File: src/rtl/ssdr_pkg.sv
// shared types and constants for the dense rank block
`default_nettype none
package ssdr_pkg;

    localparam int DEPTH_DEF = 256;
    localparam int VALUE_W   = 32;
    localparam int RANK_W    = 9;
    localparam int STATUS_W  = 2;

    typedef enum logic [1:0] {
        ACT_CLEAR  = 2'd0,
        ACT_INSERT = 2'd1,
        ACT_QUERY  = 2'd2,
        ACT_NONE   = 2'd3
    } action_t;

    typedef enum logic [1:0] {
        ST_OK   = 2'd0,
        ST_DUP  = 2'd1,
        ST_FULL = 2'd2
    } status_t;

    typedef enum logic [1:0] {
        S_IDLE,
        S_CMP,
        S_SRCH,
        S_APPLY
    } state_t;

    typedef struct packed {
        logic sample;
        logic insert;
    } cell_ctl_t;

endpackage
`default_nettype wire

File: src/rtl/ssdr_cell.sv
// one cell of the sorted score row: holds a score, compares it, shifts on insert
`default_nettype none
module ssdr_cell
    import ssdr_pkg::*;
#(
    parameter int CW    = 9,
    parameter int INDEX = 0
) (
    input  wire logic               clk,
    input  wire cell_ctl_t          ctl,
    input  wire logic [VALUE_W-1:0] value,
    input  wire logic [CW-1:0]      count,
    input  wire logic [CW-1:0]      pos,
    input  wire logic [VALUE_W-1:0] prev_score,
    output logic      [VALUE_W-1:0] score,
    output logic                    gt,
    output logic                    eq
);

    localparam logic [CW:0] IDX = (CW+1)'(INDEX);

    logic [VALUE_W-1:0] score_reg;
    logic               gt_reg;
    logic               eq_reg;
    logic               valid;
    logic               at_pos;
    logic               shift_in;

    assign valid    = IDX < {1'b0, count};
    assign at_pos   = IDX == {1'b0, pos};
    // cells from the insert point up to the old end move one place down
    assign shift_in = (IDX > {1'b0, pos}) && (IDX <= {1'b0, count});

    always_ff @(posedge clk)
    begin
        if (ctl.sample)
        begin
            gt_reg <= valid && (score_reg > value);
            eq_reg <= valid && (score_reg == value);
        end
        if (ctl.insert)
        begin
            if (at_pos)
            begin
                score_reg <= value;
            end
            else if (shift_in)
            begin
                score_reg <= prev_score;
            end
        end
    end

    assign score = score_reg;
    assign gt    = gt_reg;
    assign eq    = eq_reg;

endmodule
`default_nettype wire

File: config.mk
export PLATFORM = sky130hd
export DESIGN_NAME = ssdr_cell
export DESIGN_NICKNAME = d
export VERILOG_FILES = /design/src/rtl/ssdr_pkg.sv /design/src/rtl/ssdr_cell.sv
export SDC_FILE = /design/constraint.sdc
export NUM_CORES = 1
export LEC_CHECK = 0
export BUFFER_PORTS_ARGS = -buffer_cell sky130_fd_sc_hd__buf_2
export CAP_MARGIN = 10
export CORE_MARGIN = 10
export CORE_UTILIZATION = 46
export DETAILED_ROUTE_END_ITERATION = 16
export PLACE_DENSITY = 0.89
export SLEW_MARGIN = 0
export SYNTH_ARGS = -nofsm -noshare
export SYNTH_HDL_FRONTEND = slang
export SYNTH_SLANG_ARGS = --single-unit
export TNS_END_PERCENT = 30
File: constraint.sdc
create_clock -name clk -period 3.7 [get_ports clk]
set_clock_uncertainty 0.15 [all_clocks]
set_input_delay 0.74 -clock clk [delete_from_list [all_inputs] [get_ports clk]]
set_output_delay 0.74 -clock clk [all_outputs]
set_load 0.02 [all_outputs]
==> summary.md, run 1 <==
| Metric | Value |
|---|---|
| Final Hold Fails | 0 |
| Comb pwr share | 10.4% |
| Remaining global-route overflow | 0 |
| Fmax achieved | 419 MHz |
| Rows | 23 |
| Setup crit end kind | flip-flop |
| DR WL/cell | 15.7 um |
| Number of buffers added on ports | 86 |
| Worst setup path endpoint | score[17] |
| Drt drc | 0 |
| Initial antenna violation count | 0 |
| Post-CTS Setup Bufs | 0 |
| Number of iterations in the first detailed-routing pass | 4 |
| Vias in the first global route | 1667 |
| Cell count after synthesis | 156 |
| Die X | 84.2 um |
| Share of layout cells above drive strength 1 | 38.6% |
| Crit-path max FO | 19 |
| Setup TNS | 0 ps |
| N_diodes | 0 |
| CTS tree | built |
| Max Slew Vio Count | 0 |
| Hpwl dp | 4030 um |
| Clock share of power | 34.1% |
| Iter 0 DRT Violations | 30 |
| CTS resizes | 0 |
| Via Count | 1500 |
| Detailed-route vias per instance | 4.98 |
| Worst setup SP type | input pin |
| First-pass GRT wire length | 7650 um |
| Tightest Hold Check Type | in -> reg |
| H-tree depth | 2 |
| Internal Pwr Total | 0.594 mW |
| Clk buf depth | 2 |
| Die area | 0.00710 mm^2 |
| Clock sinks | 34 |
| R2r endpoint | gt |
| Sequential share of power | 55.5% |
| Count of cell types in the netlist | 24 |
| Largest net degree at the start of global routing | 20 |
| Crit path DAT | 2200 ps |
| R2R depth | 6 |
| RSZ-0062 raised after global routing | no |
| Synth warn | 0 |
| Fin crit period | 2390 ps |
| Skew-Pair Late Insertion Delay | 280 ps |
| Worst slew pin tran | 651 ps |
| Outcome | finished clean |
| Mapped Nets | 273 |
| NumNets Final | 367 |
| Worst hold-check slack | 496 ps |
| Post-CTS Hold Buffers | 0 |
| Gp weighted congestion | 0.759 |
| Switching share of power | 22.5% |
| Setup slack, reg-to-reg | 1700 ps |
| WS Path Type | in -> reg |
| Lkg Pwr | 1.23 nW |
| Max cap viols | 0 |
| Flip-flop count of the largest register after layout | 32 |
| Power density cells | 309 mW/mm^2 |
| Sequential area share after synthesis | 53.8% |
| Io pins | 119 |
| Clock Pin Slew Worst Setup and Hold Paths | 70 ps |
| Num CTS Buffers | 5 |
| Detail Route Antenna Nets | 0 |
| Core area | 0.00400 mm^2 |
| Reg-to-reg startpoint | score[23] |
| Syn_area_per_cell | 12.2 um^2 |
| Layout area overhead | 30.7% |
| Period utilization | 64.5% |
| Switch Pwr | 0.172 mW |
| Worst EP required | 3510 ps |
| Setup-failing EPs final | 0 |
| Synthesized flop and latch total | 34 |
| Drt total wl | 4720 um |
| Die extent in y | 84.2 um |
| Slew HR | 56.6% |
| GR Util All Layers | 13.1% |
| Mapped cell area | 0.00190 mm^2 |
| Crit path from | pos[1] |
| Peak VDD IR | 0.255 mV |
| Clock root cell | clkbuf_8 |
| Initial core utilization | 47.5% |
-- critical path, stage by stage --
cell and delay [ps]:
buf_2 100, nor4_1 290, and4b_1 670, buf_4 390
-- layer usage --
| layer | track usage (%) | up-vias | share of wire, % |
|---|---|---|---|
| met3 | 4.35 | 4 | 7.0 |
| met5 | 0 | - | 0 |
| met4 | 4.57 | 0 | 1.1 |
| met2 | 22.5 | 47 | 50 |
| met1 | 14.7 | 680 | 42 |
| li1 | - | 769 | - |
-- cell usage after synthesis (all sizes together) --
cell / count / area, um^2
a211oi: 2 / 20.0
nor3: 2 / 10.0
nor2b: 1 / 6.26
a221o: 1 / 10.0
nor4: 6 / 37.5
and4b: 1 / 10.0
ha: 32 / 400
o41ai: 1 / 8.76
a21o: 4 / 30.0
and3: 1 / 6.26
nand2: 6 / 22.5
nor2: 2 / 7.51
o211ai: 1 / 7.51
inv: 32 / 120
edfxtp: 34 / 1020
a21oi: 13 / 68.8
a2111oi: 1 / 15.0
o21ai: 2 / 10.0
nand3: 6 / 30.0
nand4: 8 / 56.3
-- cells by family after synthesis --
kind of cell               share of synthesized area [%]
buffers and inverters                               6.33
adders and majority gates                           21.1
AOI/OAI and AO/OA                                   8.96
and+or+nand+nor                                     9.82
DFF                                                 53.8
-- worst min-delay path by stage --
stage | startpoint | depth (start not counted) | slack (ps) | to
after global routing | value[6] | 1 | 480 | score[6]
final | value[31] | 1 | 500 | score[31]
after CTS | value[2] | 1 | 490 | score[2]
after detailed placement | score[31] | 4 | 740 | gt
after global placement | score[31] | 4 | 710 | gt
after floorplan | value[0] | 0 | 690 | score[0]
-- area by class of cell --
class                   instances  area [um^2]
inverters                      32          120
clock buffers                   6         72.6
clock inverters                 2         8.76
flip-flops and latches         34         1020
repair buffers                 87          438
multi-input cells              90          757
well taps                      50         62.6
fillers                       365         1520
-- placed cells by master, fill, tap and decap left out, drive strengths merged, types with 6 or more instances in the layout --
master  netlist  final
ha           32     32
buf           0     87
nand3         6      6
a21oi        13     13
edfxtp       34     34
nor4          6      6
nand4         8      8
inv          32     32
nand2         6      6
clkbuf        0      6
-- power groups by stage --
| stage | Sequential (mW) | Combinational, mW | Clock [mW] |
|---|---|---|---|
| finish | 0.425 | 0.0797 | 0.262 |
| global route | 0.425 | 0.0923 | 0.285 |
| CTS | 0.425 | 0.0811 | 0.269 |
| detailed placement | 0.434 | 0.0804 | 0 |
| global placement | 0.434 | 0.0768 | 0 |
| floorplan | 0.436 | 0.0372 | 0 |
-- per-stage QoR --
stage	area [um^2]	instances	util (%)	worst slack (ps)	power, mW
finish	2480	301	62.0	1310	0.766
global route	2480	301	62.0	1180	0.802
CTS	2480	301	62.0	1260	0.775
detailed placement	2400	293	60.0	974	0.514
global placement	2400	293	60.0	1080	0.510
floorplan	1900	156	-	1270	0.473
Note: power is estimated with default switching activity, not from simulation.
==> run 2: changes to the inputs <==
- CORE_UTILIZATION: 46 -> 43
- PLACE_DENSITY: 0.89 -> 0.85
- clock period: 3.7 -> 2.4 ns (I/O delays scaled with it)
==> summary.md, run 2 (same netlist as run 1, synthesis figures left out) <==
| Metric | Value |
|---|---|
| Outcome | finished clean |
| R2R depth | 6 (unchanged) |
| Placed Area | 0.00241 mm^2 (+0.63%) |
| Met1 Resource Use GR | 14.7% (about the same) |
| Dpl ws | 84.8 ps (-889 ps) |
| Crit path from | score[14] |
| DR WL/cell | 15.6 um (-0.64%) |
| Rows | 24 (+4.3%) |
| Via Count | 1504 (+0.27%) |
| CTS tree | built |
| Max cap viols | 0 (unchanged) |
| Die area | 0.00747 mm^2 (+5.3%) |
| Worst slew pin tran | 382 ps (-269 ps) |
| Worst EP required | 2270 ps (-1240 ps) |
| WS Path Type | reg -> reg |
| Crit path largest cell delay | 420 ps (-250 ps) |
| Slew HR | 74.3% (+18 points) |
| Flip-flop count of the largest register after layout | 32 (unchanged) |
| Worst path most repeated cell | a21oi_1 |
| Worst setup SP type | flip-flop |
| Clock sinks | 34 (unchanged) |
| Initial antenna violation count | 0 (unchanged) |
| Io pins | 119 (unchanged) |
| NumNets Final | 367 (unchanged) |
| CP Buf/Inv Count | 0 (-2) |
| GR Util All Layers | 13.2% (+0.17 points) |
| Crit-path cells | ha_1 -> a21oi_1 -> nand2_1 -> a21o_1 -> o41ai_1 -> a21oi_1 |
| Largest net degree at the start of global routing | 33 (+65%) |
| Cell count along the critical path | 6 (+2) |
| GR met2 Demand/Resource | 22.6% (about the same) |
| First-pass GRT wire length | 8010 um (+4.8%) |
| Worst setup path endpoint | gt |
| Num CTS Buffers | 5 (unchanged) |
| Fmax achieved | 486 MHz |
| Tightest Hold Check Type | in -> reg |
| R2r endpoint | gt |
| Commonest non-fill, non-tap cell in the layout | buf_2 |
| Setup ws final | 344 ps (-969 ps) |
| Initial core utilization | 43.9% (-3.6 points) |
| Die extent in y | 86.4 um (+2.6%) |
| Final non-filler cell area | 0.00249 mm^2 (+0.61%) |
| Met3 Track Usage GR | 5.53% (+1.2 points) |
| Detailed-route vias per instance | 4.96 (-0.40%) |
| Clock root cell | clkbuf_8 |
| CTS resizes | 0 (unchanged) |
| Setup TNS | 0 ps (unchanged) |
| Most frequent cells in the layout | buf_2 (86), edfxtp_1 (34), inv_1 (32), ha_1 (32), a21oi_1 (12) |
| Fin crit period | 2060 ps |
| Clk buf depth | 2 (unchanged) |
| Setup-failing EPs final | 0 (unchanged) |
| Gp weighted congestion | 0.772 (+1.6%) |
| Post-CTS Setup Bufs | 0 (unchanged) |
| Remaining global-route overflow | 0 (unchanged) |
| Layout area overhead | 31.4% |
| Power density cells | 472 mW/mm^2 (+53%) |
| Top Usage Layer GRT | met2 |
| Crit-path max FO | 3 (-16) |
| Skew-Pair Late Insertion Delay | 280 ps (about the same) |
| Clock Pin Slew Worst Setup and Hold Paths | 70 ps (about the same) |
| Post-CTS Hold Buffers | 0 (unchanged) |
| Critical-path cell with the highest stage delay | o41ai_1 |
| Drt drc | 0 (unchanged) |
| Max Slew Vio Count | 0 (unchanged) |
| Peak VDD IR | 0.234 mV (-8.3%) |
| Iter 0 DRT Violations | 63 (+110%) |
| Setup crit end kind | flip-flop |
| Share of layout cells above drive strength 1 | 38.6% (unchanged) |
| Period utilization | 85.7% |
| Drt total wl | 4720 um (about the same) |
| Reg-to-reg startpoint | score[14] |
| Vias in the first global route | 1724 (+3.4%) |
| Number of iterations in the first detailed-routing pass | 4 (unchanged) |
| RSZ-0062 raised after global routing | no |
| Core area | 0.00432 mm^2 (+8.1%) |
| Lkg Pwr | 1.23 nW (+0.22%) |
| Number of buffers added on ports | 86 (unchanged) |
| Hpwl dp | 3990 um (-1.0%) |
| Crit path DAT | 1920 ps (-280 ps) |
| Critical path's top delay family | compound AO/OA/AOI/OAI gates |
| H-tree depth | 2 (unchanged) |
| Die X | 86.4 um (+2.6%) |
| Final Hold Fails | 0 (unchanged) |
| Detail Route Antenna Nets | 0 (unchanged) |
| Setup slack, reg-to-reg | 340 ps (-1360 ps) |
| N_diodes | 0 (unchanged) |
## run 2: changes by cell type in the layout (fill, tap and decap cells not counted)
cell    delta
buf_12     +1
buf_4      -1
## run 2: metrics by stage
| step | util [%] | hold WS (ps) | std cells | power, mW |
|---|---|---|---|---|
| after floorplan | - | 429 | 156 | 0.729 |
| after global placement | 55.8 | 521 | 295 | 0.787 |
| after detailed placement | 55.8 | 523 | 295 | 0.793 |
| after CTS | 57.7 | 225 | 303 | 1.20 |
| after global routing | 57.7 | 220 | 303 | 1.24 |
| final | 57.7 | 237 | 303 | 1.18 |
## run 2: area by class of cell
cell class / count / area [um^2]
tap: 52 / 65.1
inverter: 32 / 120
fill: 385 / 1830
clock buffer: 6 / 72.6
sequential: 34 / 1020
multi-input combinational: 90 / 757
clock inverter: 2 / 8.76
timing repair buffer: 87 / 450
## run 2: how the worst min path moves through the flow
stage	start	to	cells after the start
3_3_place_gp	value[21]	score[21]	1
2_1_floorplan	value[0]	score[0]	0
6_report	value[27]	score[27]	1
3_5_place_dp	value[27]	score[27]	1
5_1_grt	value[24]	score[24]	1
4_1_cts	value[27]	score[27]	1
## run 2: layer usage
layer / vias to the layer above / part of all wire, %
met3: 2 / 9.0
met5: - / 0
met2: 55 / 51
met4: 0 / 0.76
li1: 768 / -
met1: 679 / 40
## run 2: power breakdown
group	switching, mW	internal (mW)	total [mW]
clock	0.198	0.199	0.397
combinational	0.0626	0.0620	0.125
sequential	0.000741	0.655	0.656
