[src/rtl/ssdr_pkg.sv]
// shared types and constants for the dense rank block
`default_nettype none
package ssdr_pkg;

    localparam int DEPTH_DEF = 256;
    localparam int VALUE_W   = 32;
    localparam int RANK_W    = 9;
    localparam int STATUS_W  = 2;

    typedef enum logic [1:0] {
        ACT_CLEAR  = 2'd0,
        ACT_INSERT = 2'd1,
        ACT_QUERY  = 2'd2,
        ACT_NONE   = 2'd3
    } action_t;

    typedef enum logic [1:0] {
        ST_OK   = 2'd0,
        ST_DUP  = 2'd1,
        ST_FULL = 2'd2
    } status_t;

    typedef enum logic [1:0] {
        S_IDLE,
        S_CMP,
        S_SRCH,
        S_APPLY
    } state_t;

    typedef struct packed {
        logic sample;
        logic insert;
    } cell_ctl_t;

endpackage
`default_nettype wire

[src/rtl/ssdr_ctrl.sv]
// request sequencer: count register, boundary search over the cell flags, result
`default_nettype none
module ssdr_ctrl
    import ssdr_pkg::*;
#(
    parameter int DEPTH = DEPTH_DEF,
    parameter int CW    = $clog2(DEPTH + 1)
) (
    input  wire logic                clk,
    input  wire logic                rst_n,
    input  wire logic                start,
    input  wire logic [1:0]          action,
    input  wire logic [VALUE_W-1:0]  value,
    input  wire logic [DEPTH-1:0]    gt_vec,
    input  wire logic [DEPTH-1:0]    eq_vec,
    output logic                     busy,
    output logic                     done,
    output logic      [RANK_W-1:0]   rank,
    output logic      [STATUS_W-1:0] status,
    output cell_ctl_t                cell_ctl,
    output logic      [VALUE_W-1:0]  cell_value,
    output logic      [CW-1:0]       cell_count,
    output logic      [CW-1:0]       cell_pos
);

    localparam int IW = (DEPTH > 1) ? $clog2(DEPTH) : 1;
    localparam int BW = (CW > 1) ? $clog2(CW) : 1;

    state_t             state_reg, state_next;
    action_t            action_reg, action_next;
    logic [VALUE_W-1:0] value_reg, value_next;
    logic [CW-1:0]      count_reg, count_next;
    logic [CW-1:0]      pos_reg, pos_next;
    logic [BW-1:0]      bit_reg, bit_next;
    logic               done_reg, done_next;
    logic [RANK_W-1:0]  rank_reg, rank_next;
    logic [STATUS_W-1:0] status_reg, status_next;

    logic [CW:0]        step;
    logic [CW:0]        probe;
    logic [CW:0]        probe_m1;
    logic [CW:0]        pos_inc;
    logic [CW:0]        count_inc;
    logic               dup;

    assign step      = (CW+1)'(1) << bit_reg;
    assign probe     = {1'b0, pos_reg} + step;
    assign probe_m1  = probe - (CW+1)'(1);
    assign pos_inc   = {1'b0, pos_reg} + (CW+1)'(1);
    assign count_inc = {1'b0, count_reg} + (CW+1)'(1);
    assign dup       = (pos_reg < count_reg) && eq_vec[pos_reg[IW-1:0]];

    always_ff @(posedge clk or negedge rst_n)
    begin
        if (!rst_n)
        begin
            state_reg <= S_IDLE;
            count_reg <= '0;
            done_reg  <= 1'b0;
        end
        else
        begin
            state_reg <= state_next;
            count_reg <= count_next;
            done_reg  <= done_next;
        end
    end

    always_ff @(posedge clk)
    begin
        action_reg <= action_next;
        value_reg  <= value_next;
        pos_reg    <= pos_next;
        bit_reg    <= bit_next;
        rank_reg   <= rank_next;
        status_reg <= status_next;
    end

    always_comb
    begin
        state_next = state_reg;
        case (state_reg)
            S_IDLE:
            begin
                if (start)
                begin
                    state_next = S_CMP;
                end
            end
            S_CMP:
            begin
                state_next = S_SRCH;
            end
            S_SRCH:
            begin
                if (bit_reg == '0)
                begin
                    state_next = S_APPLY;
                end
            end
            S_APPLY:
            begin
                state_next = S_IDLE;
            end
            default:
            begin
                state_next = S_IDLE;
            end
        endcase
    end

    always_comb
    begin
        action_next     = action_reg;
        value_next      = value_reg;
        count_next      = count_reg;
        pos_next        = pos_reg;
        bit_next        = bit_reg;
        done_next       = 1'b0;
        rank_next       = rank_reg;
        status_next     = status_reg;
        cell_ctl.sample = 1'b0;
        cell_ctl.insert = 1'b0;
        case (state_reg)
            S_IDLE:
            begin
                if (start)
                begin
                    action_next = action_t'(action);
                    value_next  = value;
                    pos_next    = '0;
                    bit_next    = BW'(CW - 1);
                end
            end
            S_CMP:
            begin
                cell_ctl.sample = 1'b1;
            end
            S_SRCH:
            begin
                // greater flags form a prefix, so find its length one bit at a time
                if ((probe <= (CW+1)'(DEPTH)) && gt_vec[probe_m1[IW-1:0]])
                begin
                    pos_next = probe[CW-1:0];
                end
                bit_next = bit_reg - BW'(1);
            end
            S_APPLY:
            begin
                done_next   = 1'b1;
                status_next = ST_OK;
                case (action_reg)
                    ACT_CLEAR:
                    begin
                        count_next = '0;
                        rank_next  = '0;
                    end
                    ACT_INSERT:
                    begin
                        if (dup)
                        begin
                            status_next = ST_DUP;
                            rank_next   = RANK_W'(count_reg);
                        end
                        else if (count_reg >= CW'(DEPTH))
                        begin
                            status_next = ST_FULL;
                            rank_next   = RANK_W'(count_reg);
                        end
                        else
                        begin
                            cell_ctl.insert = 1'b1;
                            count_next      = count_inc[CW-1:0];
                            rank_next       = RANK_W'(count_inc);
                        end
                    end
                    ACT_QUERY:
                    begin
                        rank_next = RANK_W'(pos_inc);
                    end
                    default:
                    begin
                        rank_next = RANK_W'(count_reg);
                    end
                endcase
            end
            default:
            begin
                done_next = 1'b0;
            end
        endcase
    end

    assign busy       = state_reg != S_IDLE;
    assign done       = done_reg;
    assign rank       = rank_reg;
    assign status     = status_reg;
    assign cell_value = value_reg;
    assign cell_count = count_reg;
    assign cell_pos   = pos_reg;

endmodule
`default_nettype wire
[config.mk]
export PLATFORM = sky130hd
export DESIGN_NAME = ssdr_ctrl
export DESIGN_NICKNAME = d
export VERILOG_FILES = /design/src/rtl/ssdr_pkg.sv /design/src/rtl/ssdr_ctrl.sv
export SDC_FILE = /design/constraint.sdc
export NUM_CORES = 1
export LEC_CHECK = 0
export ABC_CLOCK_PERIOD_IN_PS = 7800
export BUFFER_PORTS_ARGS = -buffer_cell sky130_fd_sc_hd__buf_2
export CAP_MARGIN = 25
export CORE_AREA = 3 3 241 243
export DETAILED_ROUTE_END_ITERATION = 8
export DIE_AREA = 0 0 244 246
export PLACE_DENSITY = 0.47
export RECOVER_POWER = 100
export SLEW_MARGIN = 15
export SYNTH_ARGS = -nofsm -noshare
export SYNTH_HDL_FRONTEND = slang
export SYNTH_SLANG_ARGS = --single-unit
[constraint.sdc]
create_clock -name clk -period 7.8 [get_ports clk]
set_input_delay 0 -clock clk [delete_from_list [all_inputs] [get_ports clk]]
set_output_delay 0 -clock clk [all_outputs]
set_load 0.02 [all_outputs]
==> flow_summary.toml, run 1 <==
[outcome]
status = "finished, violations left"
violations = "capacitance limit, slew limit"

[floorplan]
initial_utilization_pct = 14.5
chipHeight_um = 246
dieArea_sq_um = 60000
placementRows = 87
die_w_um = 244
core_area_sq_um = 56200
boundaryPins = 614

[cells_and_area]
area_growth_pct = 55.0
largest_reg_flops = 32
post-route-util_pct = 22.5
final_common_cell = "buf_2"
drive_gt1_share_pct = 54.5
layout_common_cells = "buf_2 (550), mux4_2 (111), mux2i_1 (79), clkbuf_1 (68), edfxtp_1 (58)"
nets = 1882

[clocking]
cts_tree = "yes"
post_cts_buffers = 0
ctsResizeCount = 0
clock_latency_ns = 0.35
root_buffer = "clkbuf_16"
cts_buffer_depth = 2
htree_levels = 3
path_clk_slew_ns = 0.07
clock-sinks = 70
cts-buffers-inserted = 9

[hold_path]
min_path_type = "in -> reg"
min_path_cells = 3

[timing]
max_clock_freq_mhz = 162
finalCritPeriodShare_pct = 79.4
fin_tns_setup_ns = 0
worstMarginPinSlew_ns = 2.46
finalCriticalPeriod_ns = 6.19
drv_slew = 69
setup_viol = 0
fin_skew_ns = 0.00931
rsz0062_at_grt = "no"
max_slew_margin_pct = -64.2
hold_viol = 0

[global_route]
antenna_found_initial = 19
grt_pass1_wl_um = 62400
track_usage_pct = 14.0
overflow = 0
grt_max_degree = 58
grt_pass1_vias = 9617

[synthesis]
yosysTopAreaCellShare_pct = 30.6
synthFlopType = "edfxtp_1"
ys_seq_elements = 70
ys_seq_area_share_pct = 25.0
yosys_warnings = 0
async_flop_share_pct = 17.1
synth_area_leaders = "mux4_2 (31%), edfxtp_1 (21%), mux2i_1 (9.7%)"
synthesis.nets = 1257
synth.cell_area_sq_um = 8160
syn_inst = 675
synth_edf_count = 58
avgSynthCellArea_sq_um = 12.1
synth.distinct_cells = 69
yosysTopAreaCell = "mux4_2"

[critical_path]
critPathLaunchType = "flip-flop"
r2r_setup_slack_ns = 1.61
reg2reg_depth = 10
critPathArrivalTime_ns = 6.33
crit_path_max_fanout = 33
path_class = "reg -> reg"
critPathCaptureType = "flip-flop"
critical_path_required_ns = 7.93

[run]
cap_violations = 2

[detailed_routing]
drc = 0
drtIter0Drc = 549
wl_um = 44200
wire_per_inst_um = 21.4
ant_nets = 0
topRoutingLayerUsed = "met5"
vias = 8981
viasPerCell = 4.34
drtPass1Iterations = 5
wl_met3_um = 3250
wl_met2_um = 22400
wl_met1_um = 17700

[placement]
dp_hpwl_um = 37400
io_buffers = 613
place_congestion = 0.941

[pwr]
powerDensity_nw_per_um2 = 400
ir_drop_mv = 0.277
leakagePower_nw = 5.55
## layer usage
layer | vias up | track usage (%)
met2 | 433 | 24.5
li1 | 4060 | -
met4 | 6 | 3.14
met5 | - | 0
met3 | 48 | 3.77
met1 | 4434 | 17.2
## where the power goes
group,leakage [nW],internal (mW),switching [mW],total (mW)
combinational,4.73,1.77,2.12,3.89
clock,0.148,0.256,0.186,0.442
sequential,0.670,0.574,0.149,0.723
## cell families after synthesis
| logic type | after synthesis | synth area share (%) |
|---|---|---|
| muxes | 206 | 42.5 |
| and+or+nand+nor | 150 | 9.68 |
| AOI/OAI and AO/OA | 121 | 11.3 |
| buffers and inverters | 76 | 4.26 |
| DFF | 70 | 25.0 |
| adders and majority gates | 33 | 5.15 |
| xor gates and xnor gates | 19 | 2.04 |
## critical path: stages (launching register included)
cell      delay (ns)
edfxtp_1        0.32
clkbuf_1        1.74
nor2_1          0.74
a22o_1          0.44
a211o_1         0.28
a211o_1         0.28
a221oi_1        0.74
a211oi_2        0.23
or3_1           0.48
or3_1           0.34
o311ai_0        0.35
## repair_timing
item                                   4_1_cts  5_1_grt
hold buffers                                35        0
endpoints found under the hold margin       46        0
setup endpoints to repair                    0        0
## path summary, 6_finish.rpt
| kind | from | endpoint |
|---|---|---|
| worst max-delay path | cell_pos[2] | rank[5] |
| worst min-delay path | start | state_reg[0] |
| worst max register to register | cell_pos[2] | rank[5] |
| worst min register to register | state_reg[0] | state_reg[0] |
| max in group asynchronous | rst_n | state_reg[1] |
| min in group asynchronous | rst_n | cell_count[0] |
## per-stage QoR
step	hold slack (ns)	power [mW]	instances	setup slack [ns]	area [sq um]
6_report	0.103	5.05	2067	1.61	12600
5_1_grt	0.122	5.50	2067	1.18	12600
4_1_cts	0.0722	5.20	2060	2.57	12700
3_5_place_dp	-0.0670	4.72	2009	2.57	12100
3_3_place_gp	-0.0733	4.69	2008	2.69	12100
2_1_floorplan	-0.296	3.53	675	3.18	8160
## cell usage after synthesis (3+ instances only)
cell,count
and3_1,3
or4_1,4
a22o_1,9
a31oi_1,6
a221oi_1,5
nor3b_1,3
nand3_1,14
mux2_2,15
buf_6,4
mux2i_1,79
nor2_1,31
o221ai_1,8
nand4_1,4
ha_1,32
a211o_1,7
or3_1,4
o211ai_1,8
inv_1,26
xnor2_1,10
nor3_1,8
clkbuf_1,23
edfxtp_1,58
nand2_1,34
buf_1,12
nand3b_1,3
nor4_1,4
a22oi_1,11
o22ai_1,4
mux4_2,111
a21o_1,7
o21ai_0,12
nor2b_1,7
o2111ai_1,3
a21oi_1,11
xor2_1,9
o311ai_0,7
or2_2,3
and2_1,12
buf_2,7
o21a_1,3
a211oi_1,6
nand2b_1,6
dfrtp_1,12
## final cells by class
type                       instances  area [sq um]
clock inverter                     7          87.6
sequential                        70          2040
timing repair buffer             663          3450
inverter                          27           101
antenna                            6          15.0
multi-input combinational        529          5770
tap                              756           946
fill                            6195         43500
clock buffer                       9           225
(Power assumes the default switching activity.)
==> inputs of run 2 (changes only) <==
ABC_CLOCK_PERIOD_IN_PS = 5200   (was 7800)
CORE_AREA = 3 3 240 242   (was 3 3 241 243)
DIE_AREA = 0 0 243 245   (was 0 0 244 246)
PLACE_DENSITY = 0.49   (was 0.47)
clock period = 5.2 ns   (was 7.8 ns; I/O delays follow)
==> run 2 against run 1 <==
The flow still finishes with violations (capacitance limit, slew limit). Sequential cell count stayed put. Count of clock-buffer cells in the layout unchanged. Cell area grew 0.41%. Wire length rose by 2.2%. Global-route usage grew 0.57 points. First-iteration DRC count shrank 2.0%. Clock skew shrank 0.0032 ns. Die area decreased by 0.81%. Critical path depth grew 6. Power is 50% higher. Clock power up 50%. Critical path type unchanged. Critical endpoint is now cell_pos[8].
==> flow_summary.toml, run 2 (synthesis results as in run 1) <==
[timing]
worstMarginPinSlew_ns = 2.05
finalCritPeriodShare_pct = 90.7
rsz0062_at_grt = "no"
max_slew_margin_pct = -36.8
fin_tns_setup_ns = 0
setup_viol = 0
hold_viol = 0
holdWs_ns = 0.0798
fin_skew_ns = 0.00607
drv_slew = 36
finalCriticalPeriod_ns = 4.72
max_clock_freq_mhz = 212

[critical_path]
regToRegStartpoint = "bit_reg[0]"
crit_top_cell = "mux2i_1"
crit_chain = "inv_1 > ha_1 > and2_1 > ha_4 > inv_1 > fa_1 > nand2b_1 > a21oi_1 > xor2_1 > xor2_2 > buf_4 > mux2i_1 > mux2i_1 > mux2i_1 > a22oi_1 > o221ai_1"
critical_path_required_ns = 5.16
path_class = "reg -> reg"
cp_slowest_cell = "o221ai_1"
cp_slowest_stage_delay_ns = 0.78
crit_path_max_fanout = 16
reg2reg_to = "cell_pos[8]"
critPathLaunchType = "flip-flop"
critPathArrivalTime_ns = 4.68
r2r_setup_slack_ns = 0.48
critPathCaptureType = "flip-flop"
reg2reg_depth = 16

[clocking]
htree_levels = 3
clock_latency_ns = 0.35
root_buffer = "clkbuf_16"
cts_tree = "yes"
cts-buffers-inserted = 9
ctsResizeCount = 0
clock-sinks = 70
path_clk_slew_ns = 0.07
cts_buffer_depth = 2

[global_route]
antenna_found_initial = 18
gr-max-usage-layer = "met2"
grt_max_degree = 66
gr-usage-met1_pct = 18.0
overflow = 0
grtUsageMet2_pct = 26.2
track_usage_pct = 14.6
gr-usage-met3_pct = 3.10
grt_pass1_vias = 9790
grt_pass1_wl_um = 64400

[cells_and_area]
fillerInstances = 6114
ff_latch_area_sq_um = 2040
final_common_cell = "buf_2"
area_growth_pct = 55.6
layout_common_cells = "buf_2 (552), mux4_2 (111), mux2i_1 (79), clkbuf_1 (65), edfxtp_1 (58)"
nets = 1884
final_area_sq_um = 12700
largest_reg_flops = 32
multiInputGateArea_sq_um = 5780
drive_gt1_share_pct = 54.8

[pwr]
power.share.combinational_pct = 77.4
powerDensity_nw_per_um2 = 599
power_frac_seq_pct = 13.8
power.internal_mw = 3.95
leakagePower_nw = 5.57
sw_frac_of_total_pct = 48.0
clock_power_share_pct = 8.7
p_switching_mw = 3.65
ir_drop_mv = 0.527

[placement]
dpl_cell_area_sq_um = 12100
io_buffers = 613
place_congestion = 0.955
dp_hpwl_um = 38500

[floorplan]
placementRows = 86
dieArea_sq_um = 59500
core_area_sq_um = 55300
boundaryPins = 614
chipHeight_um = 245
initial_utilization_pct = 14.7
die_w_um = 243

[detailed_routing]
drtPass1Iterations = 5
drc = 0
drtIter0Drc = 538
wire_per_inst_um = 21.9
viasPerCell = 4.36
ant_nets = 0
wl_um = 45200
vias = 8994

[outcome]
violations = "capacitance limit, slew limit"
status = "finished, violations left"

[hold_path]
min_path_cells = 3
hold_start = "start"
holdPathEnd = "state_reg[0]"
min_path_type = "in -> reg"

[run]
cap_violations = 1
run 2: per-stage QoR:
stage	total power, mW	instances	util [%]	setup slack (ns)
global route	8.26	2060	22.9	0.0632
finish	7.60	2062	23.0	0.483
detailed placement	7.12	2003	21.9	0.424
global placement	7.06	2003	21.9	0.542
CTS	7.84	2054	23.1	0.426
floorplan	5.30	675	-	0.582
run 2: critical path, delay by kind of cell, from the launching register on:
family,cells,cell delay (ns)
compound gates,3,1.08
mux,3,0.52
simple gates,2,0.39
buf+inv,3,0.49
fa+ha+maj,3,0.74
flops,1,0.46
xor+xnor,2,0.64
run 2: final cells by class:
type | count | share of cell area (%)
repair buffers | 665 | 27.6
well taps | 748 | 7.37
clock buffers | 9 | 1.77
multi-input cells | 529 | 45.5
inverters | 27 | 0.798
clock inverters | 7 | 0.690
flip-flops and latches | 70 | 16.1
diodes | 7 | 0.138
run 2: repair_timing:
item | 4_1_cts | 5_1_grt
setup buffers | 0 | 0
hold endpoints to repair | 46 | 0
hold buffers | 35 | 0
run 2: power by group through the flow:
stage | registers [mW] | clock network (mW) | logic [mW]
4_1_cts | 1.05 | 0.693 | 6.10
3_5_place_dp | 1.06 | 0 | 6.06
6_report | 1.05 | 0.664 | 5.89
2_1_floorplan | 1.18 | 0 | 4.12
3_3_place_gp | 1.05 | 0 | 6.01
5_1_grt | 1.08 | 0.717 | 6.46
run 2: worst max-delay path by stage:
| stage | from | to | slack, ns | cells after the start |
|---|---|---|---|---|
| global route | bit_reg[0] | cell_pos[8] | 0.06 | 16 |
| floorplan | cell_pos[1] | cell_pos[0] | 0.58 | 14 |
| finish | bit_reg[0] | cell_pos[8] | 0.48 | 16 |
| detailed placement | bit_reg[0] | cell_pos[8] | 0.42 | 16 |
| CTS | bit_reg[0] | cell_pos[8] | 0.43 | 16 |
| global placement | bit_reg[0] | cell_pos[8] | 0.54 | 16 |
run 2: layer usage:
layer | wire (um) | share of wire (%)
met3 | 3020 | 6.7
met4 | 674 | 1.5
met1 | 18300 | 40
met2 | 23200 | 51
met5 | 49 | 0.11
